===== src/design/qrm_pkg.sv =====
// Shared widths and constants for the quaternion to rotation matrix unit.
// No dependencies; imported by qrm_div_lane and the top level.
package qrm_pkg;

  // Input components and result entries are Q1.15.
  localparam int unsigned CompW = 16;
  // Number of matrix entries produced per request.
  localparam int unsigned NumEnt = 9;
  // Quotient bits; one divider stage resolves one bit.
  localparam int unsigned QuoW = 16;
  // Squared norm (unsigned) and signed numerators.
  localparam int unsigned NormW = 33;
  localparam int unsigned NumW = 34;
  // Divisor 2n and dividend |num| * 2^16 + n.
  localparam int unsigned DvsW = NormW + 1;
  localparam int unsigned DvdW = NormW + QuoW + 1;

  // Saturation limits of the Q1.15 result.
  localparam logic [QuoW-1:0] PosMax = 16'h7fff;
  localparam logic [QuoW-1:0] NegMax = 16'h8000;

  // Pipeline control shared by all divider lanes.
  typedef struct packed {
    logic en;
  } pipe_ctrl_t;

endpackage


===== src/design/qrm_div_lane.sv =====
// Pipelined restoring divider lane, one quotient bit per register stage.
// Depends on qrm_pkg for widths and the pipeline control struct.
module qrm_div_lane
  import qrm_pkg::*;
(
  input  logic            clk_i,
  input  pipe_ctrl_t      ctrl_i,
  input  logic [DvdW-1:0] dvd_i,
  input  logic [DvsW-1:0] dvs_i,
  output logic [QuoW-1:0] quo_o
);

  logic [DvdW-1:0] rem_q [QuoW];
  logic [QuoW-1:0] quo_q [QuoW];
  logic [DvsW-1:0] dvs_q [QuoW-1];

  for (genvar s = 0; s < QuoW; s++) begin : g_stage
    logic [DvdW-1:0] rem_in;
    logic [DvsW-1:0] dvs_in;
    logic [QuoW-1:0] quo_in;
    logic [DvdW-1:0] sub_val;
    logic            take;
    logic [DvdW-1:0] rem_d;
    logic [QuoW-1:0] quo_d;

    // Stage inputs come from the ports or from the previous stage.
    if (s == 0) begin : g_first
      assign rem_in = dvd_i;
      assign dvs_in = dvs_i;
      assign quo_in = '0;
    end else begin : g_next
      assign rem_in = rem_q[s-1];
      assign dvs_in = dvs_q[s-1];
      assign quo_in = quo_q[s-1];
    end

    // Trial subtract of the divisor aligned to this quotient bit.
    always_comb begin
      sub_val = DvdW'(dvs_in) << (QuoW - 1 - s);
      take    = (rem_in >= sub_val);
      rem_d   = take ? (rem_in - sub_val) : rem_in;
      quo_d   = quo_in | (take ? (QuoW'(1) << (QuoW - 1 - s)) : '0);
    end

    always_ff @(posedge clk_i) begin
      if (ctrl_i.en) begin
        rem_q[s] <= rem_d;
        quo_q[s] <= quo_d;
      end
    end

    // The divisor is carried only as far as a later stage needs it.
    if (s < QuoW - 1) begin : g_dvs
      always_ff @(posedge clk_i) begin
        if (ctrl_i.en) begin
          dvs_q[s] <= dvs_in;
        end
      end
    end
  end

  assign quo_o = quo_q[QuoW-1];

endmodule

===== config.mk =====
export PLATFORM = sky130hd
export DESIGN_NAME = qrm_div_lane
export DESIGN_NICKNAME = d
export VERILOG_FILES = /design/src/design/qrm_pkg.sv /design/src/design/qrm_div_lane.sv
export SDC_FILE = /design/constraint.sdc
export NUM_CORES = 2
export LEC_CHECK = 0
export BUFFER_PORTS_ARGS = -buffer_cell sky130_fd_sc_hd__buf_2
export CORE_MARGIN = 2
export CORE_UTILIZATION = 65
export CTS_CLUSTER_SIZE = 16
export DETAILED_ROUTE_END_ITERATION = 10
export GPL_TIMING_DRIVEN = 0
export PLACE_DENSITY = 0.88
export SLEW_MARGIN = 20
export SYNTH_ARGS = -nofsm -noshare
export SYNTH_HDL_FRONTEND = slang
export SYNTH_SLANG_ARGS = --single-unit

===== constraint.sdc =====
create_clock -name clk_i -period 8.8 [get_ports clk_i]
set_clock_uncertainty 0.1 [all_clocks]
set_input_delay 1.32 -clock clk_i [delete_from_list [all_inputs] [get_ports clk_i]]
set_output_delay 1.32 -clock clk_i [all_outputs]
set_load 0.005 [all_outputs]

Word level (Yosys, flattened, before mapping)
Memories as Yosys holds them, arrays and structs flattened.
Index checks and enable logic that the tools add are counted.
Widths: inputs -> output; s select.
{ "totals": {"romBits": 0, "regBits": 0, "memories": 3, "out_inout_bits": 16, "latchBits": 0, "mem_bits_rw": 1566} }
{ "mem_list": {"columns": ["name", "depth", "width", "read_ports", "rd_ports_with_merged_regs", "write_ports", "line_no", "text"], "rows": [
  ["rem_q", 16, 50, 15, 0, 16, "qrm_div_lane.sv:13", "logic [DvdW-1:0] rem_q [QuoW];"],
  ["dvs_q", 15, 34, 15, 0, 15, "qrm_div_lane.sv:15", "logic [DvsW-1:0] dvs_q [QuoW-1];"],
  ["quo_q", 16, 16, 16, 0, 16, "qrm_div_lane.sv:14", "logic [QuoW-1:0] quo_q [QuoW];"]
]} }
{ "op_classes": {"eq_ne": 0, "div_mod_pow": 0, "mul": 0, "muxes": 34, "n_lt_le_gt_ge": 16, "n_addsub": 16, "n_reduce_logical": 0, "bitwise_logic": 15, "n_shift": 0} }
{ "op_table": {"columns": ["op", "count"], "rows": [
  ["$mux 50", 16],
  ["$ge 50x34->1", 1],
  ["$ge 50x35->1", 1],
  ["$ge 50x36->1", 1],
  ["$ge 50x37->1", 1],
  ["$ge 50x38->1", 1],
  ["$ge 50x39->1", 1],
  ["$ge 50x40->1", 1],
  ["$ge 50x41->1", 1],
  ["$ge 50x42->1", 1],
  ["$ge 50x43->1", 1],
  ["$ge 50x44->1", 1],
  ["$ge 50x45->1", 1],
  ["$ge 50x46->1", 1],
  ["$ge 50x47->1", 1],
  ["$ge 50x48->1", 1],
  ["$ge 50x49->1", 1],
  ["$sub 50x34->50", 1],
  ["$sub 50x35->50", 1],
  ["$sub 50x36->50", 1],
  ["$sub 50x37->50", 1],
  ["$sub 50x38->50", 1],
  ["$sub 50x39->50", 1],
  ["$sub 50x40->50", 1],
  ["other kinds (40)", 42]
]} }

Logic depth before layout (Yosys ltp)
An unclocked memory read counts as a cell.
{ "depth": {"ltp_word": 4, "depth_mapped": 16} }

Worst setup path after synthesis
Ideal clock, no wire load.
{ "synth_timing": {"path_kind": "input to register", "start": "input dvs_i[1]", "end": "memory rem_q[0][22] (netlist name) (data pin)", "path_slack_ns": 4.423, "path_stages": 14, "t_arrival_ns": 4.017, "required_ns": 8.440, "path_cell_list": "inv_1 > ha_1 > nor2b_1 > o31a_1 > nor3_2 > o22ai_1 > o211a_1 > o211ai_2 > nand3_1 > a221o_1 > a211o_1 > buf_6 > buf_6 > mux2_4"} }
{ "synth_rtl": {"columns": ["item", "line_no", "text"], "rows": [
  ["from (decl)", "qrm_div_lane.sv:9", "input logic [DvsW-1:0] dvs_i,"],
  ["to (decl)", "qrm_div_lane.sv:13", null]
]} }

==> qor.yml <==
setup_path:
  slowest_stage: "nor2_1"
  crit_chain: "inv_1 -> ha_1 -> inv_1 -> fa_1 -> a211oi_1 -> o21bai_1 -> a31o_2 -> a21oi_1 -> o21ba_2 -> o211ai_1 -> nor2_1 -> clkbuf_1 -> buf_1 -> o21ai_0"
  crit_top_cell: "inv_1"
  timing_worst_setup_path_type: "reg2reg"
  slowest_delay_ns: 0.79
  path_max_fanout: 10
  worstPathRequired_ns: 9.22
  crit_arrival_ns: 6.37
  start_kind: "flop"
  worstSetupEndpointType: "flop"
global_routing:
  antenna_found_initial: 1
  grt.overflow.total: 0
  grt_max_degree: 160
  first_global_vias: 61900
  track_usage_pct: 35.0
  grt_pass1_wl_um: 337000
route:
  viasPerCell: 6.41
  drc: 0
  vias: 60000
  wl_um: 222000
  wl_per_cell_um: 23.8
  ant_nets: 0
  dr.pass1.iters: 8
  drt_iter0_markers: 5834
job:
  cap_violations: 0
placement:
  place_congestion: 1.03
  numPortBuffers: 101
  place_ws_ns: 3.18
  placed_area_mm2: 0.0827
  dp_hpwl_um: 163000
sta:
  fmax_mhz: 168
  min_period_ns: 5.95
  fin_ws_ns: 2.85
  rsz0062_at_grt: "no"
  setup-tns-final_ns: 0
  holdWs_ns: 0.312
  relSlewSlack_pct: 19.1
  fin_crit_sh_pct: 67.6
  finalSetupViolations: 0
  drv_slew: 0
  worst_pin_slew_ns: 1.20
  hold_violations: 0
logic_synthesis:
  yosysSeqAreaShare_pct: 52.5
  synth.distinct_cells: 106
  yosys_warnings: 0
  synth-seq-cells: 1396
  ys.flop_type: "edfxtp_1"
  syn_inst: 7349
  avgSynthCellArea_um2: 10.9
  syn-num-nets: 7994
  synth_edf_count: 1396
  synthArstFlopShare_pct: 0
  synth_area_mm2: 0.0799
cts:
  numCtsBuffers: 147
  clockBufferDepth: 3
  cts_resized: 0
  clock-sinks: 1396
  cts_tree: "yes"
  clock_latency_ns: 0.84
  ctsHoldBuffers: 0
  post-cts-setup-buffers: 0
  cts.clk_slew.worst_paths_ns: 0.07
  htree_levels: 4
  root_buffer: "clkbuf_16"
die:
  pin_count: 102
  die_h_um: 355
  die_w_um: 355
  coreArea_mm2: 0.122
  core.rowCount: 128
  design.die.area_mm2: 0.126
  initial_core_util_pct: 65.6
cells_and_area:
  drive_gt1_share_pct: 6.70
  nNetsFinal: 8255
  area_growth_pct: 9.60
  final_cell_area_mm2: 0.0876
  num_antenna_cells: 0
  final_util_pct: 71.9
power_and_ir_drop:
  p_leak_uw: 0.0349
  vdd_ir_drop_max_mv: 0.273
  power_density_mw_per_mm2: 337
status:
  outcome: "finished clean"
min_path:
  holdCritPathClass: "reg2reg"
==> routing by layer <==
layer	share of wire, %	up-vias	wire length, µm	track usage (%)
li1	-	27600	-	-
met2	54	3274	120000	67.4
met3	5.2	1096	11500	4.53
met1	29	28100	65300	29.8
met5	0	-	0	0
met4	12	0	25700	35.1
==> stage by stage <==
stage / cells / power [µW]
CTS: 9352 / 29200
finish: 9352 / 29500
floorplan: 7349 / 19400
detailed placement: 9086 / 22800
global placement: 9075 / 22600
global route: 9352 / 31000
==> final cells by class <==
type	instances	area [µm²]
plain buffers	215	902
multi-input cells	5078	34600
well taps	1625	2030
clock inverters	92	1030
flip-flops and latches	1396	41900
fillers	7926	34300
clock buffers	174	3800
repair buffers	112	781
inverters	660	2480
==> logic make-up (layout without fill, tap and decap cells) <==
group	after synthesis	after routing	synth area share [%]
adder cells (fa/ha/maj)	559	559	8.89
AND/OR/NAND/NOR	1857	1857	11.2
XOR/XNOR	559	559	6.13
multiplexers	90	90	1.38
buffers and inverters	875	1253	4.23
AO/OA/AOI/OAI	2013	2013	15.7
flip-flops	1396	1396	52.5
==> synthesized netlist by cell type, types with 111 or more instances <==
library cell / number / share of area (%)
nand3_1: 142 / 0.89
xnor2_1: 286 / 3.1
inv_1: 658 / 3.1
clkbuf_1: 158 / 0.74
o21ai_0: 558 / 3.5
nand2_1: 632 / 3.0
xor2_1: 273 / 3.0
nor2_1: 400 / 1.9
nand4_1: 111 / 0.87
ha_1: 544 / 8.5
a21oi_1: 583 / 3.7
edfxtp_1: 1396 / 52
a21o_1: 295 / 2.8
==> cells in the final DEF, fill, tap and decap left out, drive strengths merged, types with 111 or more instances in the layout <==
cell / synthesis / routed
a21oi: 584 / 584
ha: 544 / 544
xor2: 273 / 273
a21o: 295 / 295
edfxtp: 1396 / 1396
nand2: 632 / 632
buf: 57 / 169
clkbuf: 158 / 332
nand3: 142 / 142
nand4: 111 / 111
nor2: 400 / 400
xnor2: 286 / 286
inv: 660 / 664
o21ai: 586 / 586
==> flip-flops by register name, summed over array words and instances (netlist names) <==
signal  count
quo_q     136
dvs_q     510
rem_q     750
==> critical path: cells and delay by family, from the launching register on <==
kind / cells / cell delay (ns)
adder cells (fa/ha/maj): 2 / 0.60
AND/OR/NAND/NOR: 1 / 0.79
AO/OA/AOI/OAI: 7 / 2.00
buffers and inverters: 4 / 1.69
flip-flops: 1 / 0.41
==> power breakdown <==
group / internal, µW / switching (µW)
Clock: 3490 / 2730
Sequential: 9640 / 1020
Combinational: 4940 / 7670
==> path summary, 6_finish.rpt <==
kind / depth (start not counted) / to / start / slack, ns
max reg2reg: 14 / rem_q[1][56] / rem_q[1][6] / 2.85
max: 14 / rem_q[1][56] / rem_q[1][6] / 2.85
min reg2reg: 0 / quo_q[9][12] / quo_q[8][12] / 0.31
min: 0 / quo_q[9][12] / quo_q[8][12] / 0.31
Power figures use the tool's default switching activity.
